File: src/design/acg_pkg.sv
`default_nettype none
package acg_pkg;

    localparam logic [2:0] KIND_ADD    = 3'd0;
    localparam logic [2:0] KIND_CHECK  = 3'd1;
    localparam logic [2:0] KIND_RECORD = 3'd2;
    localparam logic [2:0] KIND_GUARDS = 3'd3;
    localparam logic [2:0] KIND_LOCK   = 3'd4;
    localparam logic [2:0] KIND_REMOVE = 3'd5;

    localparam logic [2:0] VERDICT_OK       = 3'd0;
    localparam logic [2:0] VERDICT_UNKNOWN  = 3'd1;
    localparam logic [2:0] VERDICT_BOUND    = 3'd2;
    localparam logic [2:0] VERDICT_LOCKOUT  = 3'd3;
    localparam logic [2:0] VERDICT_COOLDOWN = 3'd4;
    localparam logic [2:0] VERDICT_RATE     = 3'd5;

    localparam logic [1:0] SRC_RULE   = 2'd0;
    localparam logic [1:0] SRC_SAFETY = 2'd2;

    localparam logic [7:0]  COUNT_MAX      = 8'hFF;
    localparam logic [15:0] WINDOW_DEFAULT = 16'd3600;

    typedef struct packed {
        logic [2:0]  kind;
        logic [7:0]  device_index;
        logic [7:0]  action_code;
        logic        action_known;
        logic [15:0] firmware_bound;
        logic [15:0] param_value;
        logic [7:0]  action_flags;
        logic [15:0] cooldown_seconds;
        logic [7:0]  hourly_limit;
        logic        lockout_on;
        logic [1:0]  source;
        logic [31:0] now_seconds;
    } item_t;

    // controller to datapath
    typedef struct packed {
        logic load;    // capture input item
        logic search;  // register row and slot search
        logic apply;   // perform state update and form result
    } cmd_t;

endpackage
`default_nettype wire

File: src/design/acg_ctrl.sv
`default_nettype none
module acg_ctrl
    import acg_pkg::*;
(
    input  wire logic clk,
    input  wire logic rst_n,
    input  wire logic in_valid,
    output logic      in_ready,
    output logic      out_valid,
    input  wire logic out_ready,
    output cmd_t      cmd
);
    localparam logic [2:0] ST_IDLE   = 3'd0;
    localparam logic [2:0] ST_ROW    = 3'd1;
    localparam logic [2:0] ST_SLOT   = 3'd2;
    localparam logic [2:0] ST_APPLY  = 3'd3;
    localparam logic [2:0] ST_OUT    = 3'd4;

    logic [2:0] state_reg, state_next;

    assign in_ready  = (state_reg == ST_IDLE);
    assign out_valid = (state_reg == ST_OUT);

    // sequence one item through search, apply and result
    always_comb
    begin
        state_next = state_reg;
        cmd = '0;
        unique case (state_reg)
            ST_IDLE:
            begin
                cmd.load = in_valid;
                if (in_valid)
                    state_next = ST_ROW;
            end
            ST_ROW:
            begin
                cmd.search = 1'b1;
                state_next = ST_SLOT;
            end
            ST_SLOT:  state_next = ST_APPLY;
            ST_APPLY:
            begin
                cmd.apply = 1'b1;
                state_next = ST_OUT;
            end
            ST_OUT:
            begin
                if (out_ready)
                    state_next = ST_IDLE;
            end
            default:  state_next = ST_IDLE;
        endcase
    end

    always_ff @(posedge clk or negedge rst_n)
    begin
        if (!rst_n)
            state_reg <= ST_IDLE;
        else
            state_reg <= state_next;
    end
endmodule
`default_nettype wire

File: config.mk
export PLATFORM = sky130hd
export DESIGN_NAME = acg_ctrl
export DESIGN_NICKNAME = d
export VERILOG_FILES = /design/src/design/acg_pkg.sv /design/src/design/acg_ctrl.sv
export SDC_FILE = /design/constraint.sdc
export NUM_CORES = 1
export LEC_CHECK = 0
export BUFFER_PORTS_ARGS = -buffer_cell sky130_fd_sc_hd__clkbuf_2
export CORE_AREA = 5 5 42 44
export DETAILED_ROUTE_END_ITERATION = 10
export DIE_AREA = 0 0 47 49
export GPL_ROUTABILITY_DRIVEN = 0
export PLACE_DENSITY = 0.33
export SLEW_MARGIN = 40
export SYNTH_ARGS = -nofsm -noshare
export SYNTH_HDL_FRONTEND = slang
export SYNTH_SLANG_ARGS = --single-unit
export TNS_END_PERCENT = 20
File: constraint.sdc
create_clock -name clk -period 2.8 [get_ports clk]
set_clock_uncertainty 0.15 [all_clocks]
set_input_delay 0.56 -clock clk [delete_from_list [all_inputs] [get_ports clk]]
set_output_delay 0.56 -clock clk [all_outputs]
set_load 0.02 [all_outputs]
After elaboration in Yosys (flattened, before gate mapping)
Cells that the tools add are included.

cells by class
  $add $sub $neg = 0
  multipliers = 0
  div/mod/pow operators = 0
  order comparisons = 0
  equality and inequality tests = 6
  shift operators = 0
  muxes and demuxes = 6
  bitwise logic cells = 0
  reduce and logical (&&, ||, !) cells = 2

operators by type and width
  operator              count
  $pmux W3 S5           1
  $eq A3 B2 Y1 const B  2
  $mux W3               2
  $eq A3 B1 Y1 const B  1
  $eq A3 B3 Y1 const B  1
  $logic_not A3 Y1      1
  $mux W1               3
  $ne A2 B1 Y1 const B  1
  $ne A2 B2 Y1 const B  1
  $reduce_and A2 Y1     1

storage, ports and cells
  bits in registers = 3
  bits in latches = 0
  RAM bits = 0
  memory bits (read-only) = 0
  output and inout port bits = 5
  word-level logic and storage cells = 15
  memories kept = 0

Depth between registers and ports, before layout
Gate-level depths: netlist of run 1.

  depth after elaboration = 3
  gate-level depth with buffers = 2

Worst setup path after synthesis of run 1
No wires, ideal clock.

  kind = register to output
  start point = register state_reg[1]
  end point = output cmd[2] (netlist bit)
  data arrival time = 1.104 ns
  required time = 2.090 ns
  setup slack = 0.986 ns
  cell stages (with the launch flop) = 3
  cells stage by stage = dfrtp_1 > nor3_2 > and2_1

RTL lines
  item                    RTL line        text
  start, declared         acg_ctrl.sv:19  logic [2:0] state_reg, state_next;
  start signal, assigned  acg_ctrl.sv:61  state_reg <= state_next;
  end, declared           acg_ctrl.sv:11  output cmd_t cmd

==> results of run 1 <==
[per-layer routing]
metal | GRT usage [%] | wire (µm) | vias to the layer above
li1 | - | - | 73
met1 | 4.87 | 174 | 51
met2 | 3.39 | 95 | 11
met3 | 1.11 | 72 | 2
met4 | 6.91 | 17 | 0
met5 | 0 | 0 | -
[power groups by stage]
stage          Sequential [mW]  Clock [mW]  Combinational [mW]
3_3_place_gp             0.102           0               0.146
3_5_place_dp             0.104           0               0.147
6_report                 0.104      0.0752               0.146
5_1_grt                  0.111      0.0817               0.161
2_1_floorplan           0.0974           0               0.112
4_1_cts                  0.103      0.0813               0.149
[worst reg2reg max path: stages (launching register included)]
cell	delay (ns)
dfrtp_1	0.44
and3b_1	0.23
a21o_1	0.16
[worst paths after layout]
check / slack (ns) / end / depth (start not counted)
setup / recovery: 0.90 / cmd[2] / 3
hold / removal: 0.38 / state_reg[1] / 1
setup reg to reg: 1.71 / state_reg[2] / 2
hold reg to reg: 0.38 / state_reg[1] / 1
max in group asynchronous: 1.89 / state_reg[2] / 2
min in group asynchronous: 0.50 / state_reg[1] / 2
[cell type report]
cell class	count	area share, %
Sequential cell	3	30.2
Tap cell	16	8.04
Timing Repair Buffer	9	20.1
Multi-Input combinational cell	10	29.6
Clock buffer	4	10.6
Inverter	1	1.51
[cells in the final DEF (no fill, tap or decap), drive strengths merged]
cell	count
dlygate4sd3	1
nor3b	2
xnor2	1
and3b	1
nor3	2
a21o	1
clkbuf	12
inv	1
nor2	2
dfrtp	3
and2	1
[kinds of logic (layout without fill, tap and decap cells)]
| kind of cell | Yosys count | in the layout |
|---|---|---|
| xor gates and xnor gates | 1 | 1 |
| AOI/OAI and AO/OA | 1 | 1 |
| DFF | 3 | 3 |
| and+or+nand+nor | 8 | 8 |
| buffers and inverters | 2 | 14 |
[per-stage QoR]
step / hold slack [ns] / cells / setup WS (ns) / util [%]
after floorplan: 0.114 / 15 / 0.986 / -
after global placement: 0.205 / 38 / 1.16 / 15.2
after detailed placement: 0.208 / 38 / 1.14 / 15.2
after CTS: 0.385 / 43 / 0.879 / 17.8
after global routing: 0.431 / 43 / 0.828 / 17.8
final: 0.381 / 43 / 0.898 / 17.8
==> metrics.md, run 1 <==
| Metric | Value |
|---|---|
| Top_reg_cell synth | dfrtp_1 |
| Total setup buffers inserted after CTS | 0 |
| Antenna violations before repair | 0 |
| Largest delay share family, worst path | flip-flops |
| Cells after Synth | 15 |
| Critical Path Fanout Max | 6 |
| Total gr overflow | 0 |
| Die area | 2300 µm² |
| Largest net degree at the start of global routing | 7 |
| Largest family of logic cells by synthesized area | simple AND/OR/NAND/NOR gates |
| CP Class | reg -> out |
| Startpoint Class | flip-flop |
| Slew of the pin with the lowest slew margin | 0.223 ns |
| First-pass GRT wire length | 538 µm |
| Inserted Diodes | 0 |
| Rel. slew slack | a little under nine tenths |
| Synthesis Warnings | 0 |
| Comb pwr share | ~45% |
| Status | completed |
| GRT Resource Usage Total | 3.88% |
| Max Freq | 526 MHz |
| R2R Path Start | state_reg[1] |
| Net Sw Frac | a little over two fifths |
| Total power | 325 µW |
| Sum Neg Setup Slack | 0 ns |
| Sequential Power Share | 32.0% |
| CP arrival | 1.19 ns |
| Clock transition at path regs | approximately 0.04 ns |
| Buf/Inv on CP | 1 |
| Starting Density | 11.4% |
| DRC violations left | 0 |
| Largest area contributor in the netlist | dfrtp_1 |
| Vias in the first global route | 135 |
| Drt first pass iters | 1 |
| Vias per cell | ~3.2 |
| Pwr/cell area | 1300 nW/µm² |
| Synth-to-layout area growth | 55.5% |
| Top post-synthesis cells by area | dfrtp_1 47%, nor3b_2 7.8%, nor3_2 6.3% |
| FF/Latch Area | 75.1 µm² |
| CTS Root Cell | clkbuf_4 |
| CP required | 2.09 ns |
| Inserted Clock Buffers | 3 |
| HPWL Detailed | between 200 and 300 µm |
| Cts hold-fix bufs | 1 |
| Tmin final | ~1.9 ns |
| Post-cts sizing count | 0 |
| Syn_area_per_cell | approximately 11 µm² |
| Post-synthesis compound-gate area fraction | 4.69% |
| Top cell type's share of synthesized area | 46.9% |
| CTS tree | done |
| Sequential share of the synthesized area | a little under half |
| Layout cells sized above 1 | 48.1% |
| Die width | between 40 and 50 µm |
| VDD IR max | 0.369 mV |
| Syn Nets | 19 |
| DP Area | ~210 µm² |
| CP cell instances | nor3_2, and2_1, clkbuf_2 |
| Top post-synthesis cells by count | 3 x dfrtp_1, 2 x nor2_1 |
| RSZ-0062 raised after global routing | no |
| Hold path startpoint | state_reg[2] |
| Drt wl/cell | 8.37 µm |
| Initial DRC count | 0 |
| P_int | 184 µW |
| Slowest CP cell | dfrtp_1 |
| Lkg Pwr | 0.131 nW |
| #FFs+latches synth | 3 |
| Unique masters post-synth | 12 |
| Fin crit share | 67.9% |
| Worst skew pair latency | 0.23 ns |
| CP max stage delay | 0.44 ns |
| I/O pin count | 9 |
| CTS max path bufs | 2 |
| Design area | 249 µm² |
| ANT nets after route | 0 |
| Core Rows | 14 |
| H-tree level count | 1 |
| Most frequent cell after synthesis | dfrtp_1 |
| CP startpoint | state_reg[1] |
| Sink Count | 3 |
| IO Port Bufs | 8 |
| Die Y | about 49 µm |
| Nets | 32 |
| Mux contribution to synthesized area | 0% |
| Drt total wl | roughly 360 µm |
| Slew Viols, Final | 0 |
| Area taken by multi-input logic gates | 73.8 µm² |
| CP Capture Type | output pin |
| Fill count | around 170 |
| Hold Vio Cnt, Final | 0 |
| Vias | 137 |
| # Max-Cap Violations | 0 |
| Post-synth EDFFs | 0 |
| Post-Syn Area | 160 µm² |
| Post-Synth Adder-Cell Area | 0% |
| Clock share of power | 23.2% |
| Core Box Area | 1400 µm² |
| Simple-gate share of the synthesized area | 35.9% |
| Ys async rst share | 100% |
| Min-delay worst type | reg -> reg |
| Max FFs per register | 3 |
| Post-Synth XOR/XNOR Area | 5.47% |
| Sw power | 141 µW |
| Final setup vio count | 0 |
(Power assumes the default switching activity.)
==> run 2: changes to the inputs <==
==> constraint.sdc (replaced) <==
create_clock -name clk -period 1.8 [get_ports clk]
set_clock_uncertainty 0.15 [all_clocks]
set_input_delay 0.36 -clock clk [delete_from_list [all_inputs] [get_ports clk]]
set_output_delay 0.36 -clock clk [all_outputs]
set_load 0.02 [all_outputs]
==> metrics.md, run 2 (synthesis gave the netlist of run 1 again) <==
| Metric | Value |
|---|---|
| Status | completed |
| Rel. slew slack | 85.4% |
| GRT Resource Usage Total | 4.38% |
| Slew of the pin with the lowest slew margin | 0.220 ns |
| Placed Cells | 38 |
| R2R Path Start | state_reg[1] |
| Most common cell after layout, fill and taps aside | clkbuf_2 |
| Cts hold-fix bufs | 1 |
| Vias per cell | 3.19 |
| Nets | 32 |
| CTS tree | done |
| Drt wl/cell | around 8.3 µm |
| I/O pin count | 9 |
| Tmin final | between 1.5 and 2 ns |
| Slew Viols, Final | 0 |
| CP Capture Type | output pin |
| Worst skew pair latency | 0.23 ns |
| Worst r2r dst | state_reg[2] |
| Clock transition at path regs | 0.04 ns |
| Die Y | 49 µm |
| CP required | 1.29 ns |
| ANT nets after route | 0 |
| Min-delay worst type | in -> reg |
| Hold path startpoint | out_ready |
| IO Port Bufs | 8 |
| Most frequent cells in the layout | 8 x clkbuf_2, 3 x clkbuf_4, 3 x dfrtp_1, 2 x nor2_1 |
| # Max-Cap Violations | 0 |
| Die area | 2300 µm² |
| Sum Neg Setup Slack | 0 ns |
| Drt first pass iters | 1 |
| Post-cts sizing count | 0 |
| Fin crit share | 94.2% |
| Synth-to-layout area growth | 55.5% |
| Sink Count | 3 |
| CTS Root Cell | clkbuf_4 |
| Die width | 47 µm |
| Critical Path Fanout Max | 6 |
| Core Box Area | roughly 1400 µm² |
| CTS max path bufs | 2 |
| Core Rows | 14 |
| Design area | 249 µm² |
| Inserted Clock Buffers | 3 |
| Total gr overflow | 0 |
| Largest net degree at the start of global routing | 7 |
| Total setup buffers inserted after CTS | 0 |
| Drt total wl | 358 µm |
| Final setup vio count | 0 |
| First-pass GRT wire length | 607 µm |
| CP Class | reg -> out |
| Hold Vio Cnt, Final | 0 |
| Lkg Pwr | approximately 0.13 nW |
| Inserted Diodes | 0 |
| Startpoint Class | flip-flop |
| DP Area | 213 µm² |
| Layout cells sized above 1 | between 40 and 50% |
| WHS Endpoint | state_reg[2] |
| Initial DRC count | 0 |
| Vias in the first global route | 133 |
| DRC violations left | 0 |
| CP arrival | 1.18 ns |
| Worst hold stages | 3 |
| FF-to-FF setup slack | 0.72 ns |
| VDD IR max | 0.499 mV |
| Max Freq | 590 MHz |
| Antenna violations before repair | 0 |
| Worst R2R Path Depth | 2 |
| Vias | 137 |
| Starting Density | 11.4% |
| Final Core Density | between 15 and 20% |
| Hold slack | 0.238 ns |
| Max FFs per register | 3 |
| Fin cells | between 40 and 50 |
| Pwr/cell area | 2020 nW/µm² |
| H-tree level count | 1 |
| RSZ-0062 raised after global routing | no |
run 2: critical path, cell delays in order (launching register included):
cell	delay, ns
dfrtp_1	0.44
nor3_2	0.21
and2_1	0.14
clkbuf_2	0.16
run 2: report_power, final:
part           internal [mW]  total [mW]  switching (mW)
logic                  0.100       0.225           0.125
registers              0.103       0.161          0.0585
clock network         0.0831       0.118          0.0346
run 2: per-layer routing:
metal | global-route usage (%) | part of all wire (%) | vias up | wire length [µm]
met1 | 5.99 | 51 | 51 | 181
li1 | - | - | 73 | -
met4 | 6.91 | 4.2 | 0 | 15
met5 | 0 | 0 | - | 0
met2 | 3.17 | 28 | 11 | 101
met3 | 2.21 | 16 | 2 | 59
run 2: worst max-delay path by stage:
stage                 startpoint     end  slack [ns]  cells past startpoint
finish              state_reg[1]  cmd[2]        0.11                      3
global route        state_reg[1]  cmd[2]        0.03                      3
floorplan           state_reg[1]  cmd[2]        0.19                      2
global placement    state_reg[1]  cmd[2]        0.34                      3
CTS                 state_reg[1]  cmd[2]        0.08                      3
detailed placement  state_reg[1]  cmd[2]        0.34                      3
run 2: final cells by class:
type,instances,area [µm²]
fillers,168,1150
flip-flops and latches,3,75.1
multi-input cells,10,73.8
repair buffers,9,50.0
clock buffers,4,26.3
well taps,16,20.0
inverters,1,3.75
run 2: metrics by stage:
step / worst slack, ns / total power [mW]
floorplan: 0.186 / 0.326
global placement: 0.345 / 0.390
detailed placement: 0.338 / 0.391
CTS: 0.0846 / 0.519
global route: 0.0271 / 0.559
finish: 0.105 / 0.504
==> run 3: changes to the inputs <==
--- a/config.mk
+++ b/config.mk
@@ -11,6 +11,7 @@
 export DIE_AREA = 0 0 47 49
 export GPL_ROUTABILITY_DRIVEN = 0
 export PLACE_DENSITY = 0.33
+export RECOVER_POWER = 25
 export SLEW_MARGIN = 40
 export SYNTH_ARGS = -nofsm -noshare
 export SYNTH_HDL_FRONTEND = slang
==> metrics.md, run 3 (synthesis gave the netlist of run 1 again) <==
| Metric | Value |
|---|---|
| Status | completed |
| Most common cell after layout, fill and taps aside | clkbuf_2 |
| Min-delay worst type | in -> reg |
| Vias in the first global route | 133 |
| CP arrival | 1.18 ns |
| CP Capture Type | output pin |
| DRC violations left | 0 |
| Total setup buffers inserted after CTS | 0 |
| FF/Latch Area | roughly 75 µm² |
| Vias per cell | 3.19 |
| Antenna violations before repair | 0 |
| Sink Count | 3 |
| Starting Density | 11.4% |
| Initial DRC count | 0 |
| Synth-to-layout area growth | 54.7% |
| Worst skew pair latency | approximately 0.23 ns |
| # Max-Cap Violations | 0 |
| GRT Resource Usage Total | 4.38% |
| Slowest CP cell | dfrtp_1 |
| Area taken by multi-input logic gates | 73.8 µm² |
| Layout cells sized above 1 | around 44% |
| Drt first pass iters | 1 |
| Hold Vio Cnt, Final | 0 |
| CTS tree | done |
| Die area | 2300 µm² |
| Slew Viols, Final | 0 |
| CP max stage delay | 0.44 ns |
| Core Rows | 14 |
| Final setup vio count | 0 |
| Drt total wl | 359 µm |
| CTS Root Cell | clkbuf_4 |
| Fin crit share | 94.2% |
| IO Port Bufs | 8 |
| Clock transition at path regs | 0.04 ns |
| Vias | 137 |
| I/O pin count | 9 |
| Largest delay share family, worst path | flip-flops |
| Cts hold-fix bufs | 1 |
| Sum Neg Setup Slack | 0 ns |
| Max FFs per register | 3 |
| Buf/Inv on CP | 1 |
| Startpoint Class | flip-flop |
| Critical Path Fanout Max | 6 |
| ANT nets after route | 0 |
| Max Freq | between 500 and 600 MHz |
| Rel. slew slack | 85.4% |
| Die Y | 49 µm |
| Slew of the pin with the lowest slew margin | between 0.2 and 0.25 ns |
| Fill count | around 170 |
| Design area | ~250 µm² |
| CTS max path bufs | 2 |
| Core Box Area | roughly 1400 µm² |
| Total gr overflow | 0 |
| First-pass GRT wire length | 607 µm |
| CP cell instances | nor3_2, and2_1, clkbuf_2 |
| Inserted Diodes | 0 |
| Most frequent cells in the layout | 7 x clkbuf_2, 3 x clkbuf_4, 3 x dfrtp_1, 2 x nor2_1, 2 x clkbuf_1 |
| Die width | ~47 µm |
| RSZ-0062 raised after global routing | no |
| CP Class | reg -> out |
| Nets | 32 |
| Inserted Clock Buffers | 3 |
| Largest net degree at the start of global routing | 7 |
| H-tree level count | 1 |
| Post-cts sizing count | 0 |
| Lkg Pwr | roughly 0.13 nW |
| DP Area | around 210 µm² |
| Drt wl/cell | 8.35 µm |
| VDD IR max | 0.497 mV |
| CP required | approximately 1.3 ns |
| Pwr/cell area | 2030 nW/µm² |
| Tmin final | 1.69 ns |
-- run 3: path summary, 6_finish.rpt --
path                       cells after the start            to  slack (ns)         start
min in group asynchronous                      2  state_reg[2]        0.31         rst_n
setup / recovery                               3        cmd[2]        0.11  state_reg[1]
hold reg to reg                                1  state_reg[1]        0.38  state_reg[2]
setup reg to reg                               2  state_reg[2]        0.72  state_reg[1]
max in group asynchronous                      2  state_reg[0]        1.04         rst_n
hold / removal                                 3  state_reg[2]        0.24     out_ready
-- run 3: routing by layer --
layer  track usage (%)  up-vias  routed length (µm)
li1                  -       73                   -
met1              5.99       51                 182
met2              3.17       11                 101
met3              2.21        2                  59
met4              6.91        0                  15
met5                 0        -                   0
-- run 3: power by group --
group | total, mW | internal [mW] | switching (mW)
combinational | 0.224 | 0.0998 | 0.125
sequential | 0.161 | 0.103 | 0.0585
clock | 0.118 | 0.0831 | 0.0346
-- run 3: worst reg2reg max path: cells and delay by family (launching register included) --
family	cells	cell delay, ns
flip-flops	1	0.44
AO/OA/AOI/OAI	1	0.16
AND/OR/NAND/NOR	1	0.22
-- run 3: layout make-up --
cell class                 instances  share of cell area [%]
clock buffer                       4                    10.6
sequential                         3                    30.3
inverter                           1                    1.52
timing repair buffer               9                    19.7
multi-input combinational         10                    29.8
tap                               16                    8.08
-- run 3: through the flow --
step / setup WS [ns] / util, % / cells / power [mW] / hold WS (ns)
2_1_floorplan: 0.186 / - / 15 / 0.326 / -0.0856
3_3_place_gp: 0.345 / 15.2 / 38 / 0.390 / 0.00537
3_5_place_dp: 0.338 / 15.2 / 38 / 0.391 / 0.00878
4_1_cts: 0.0846 / 17.8 / 43 / 0.519 / 0.236
5_1_grt: 0.0271 / 17.7 / 43 / 0.558 / 0.253
6_report: 0.105 / 17.7 / 43 / 0.503 / 0.238
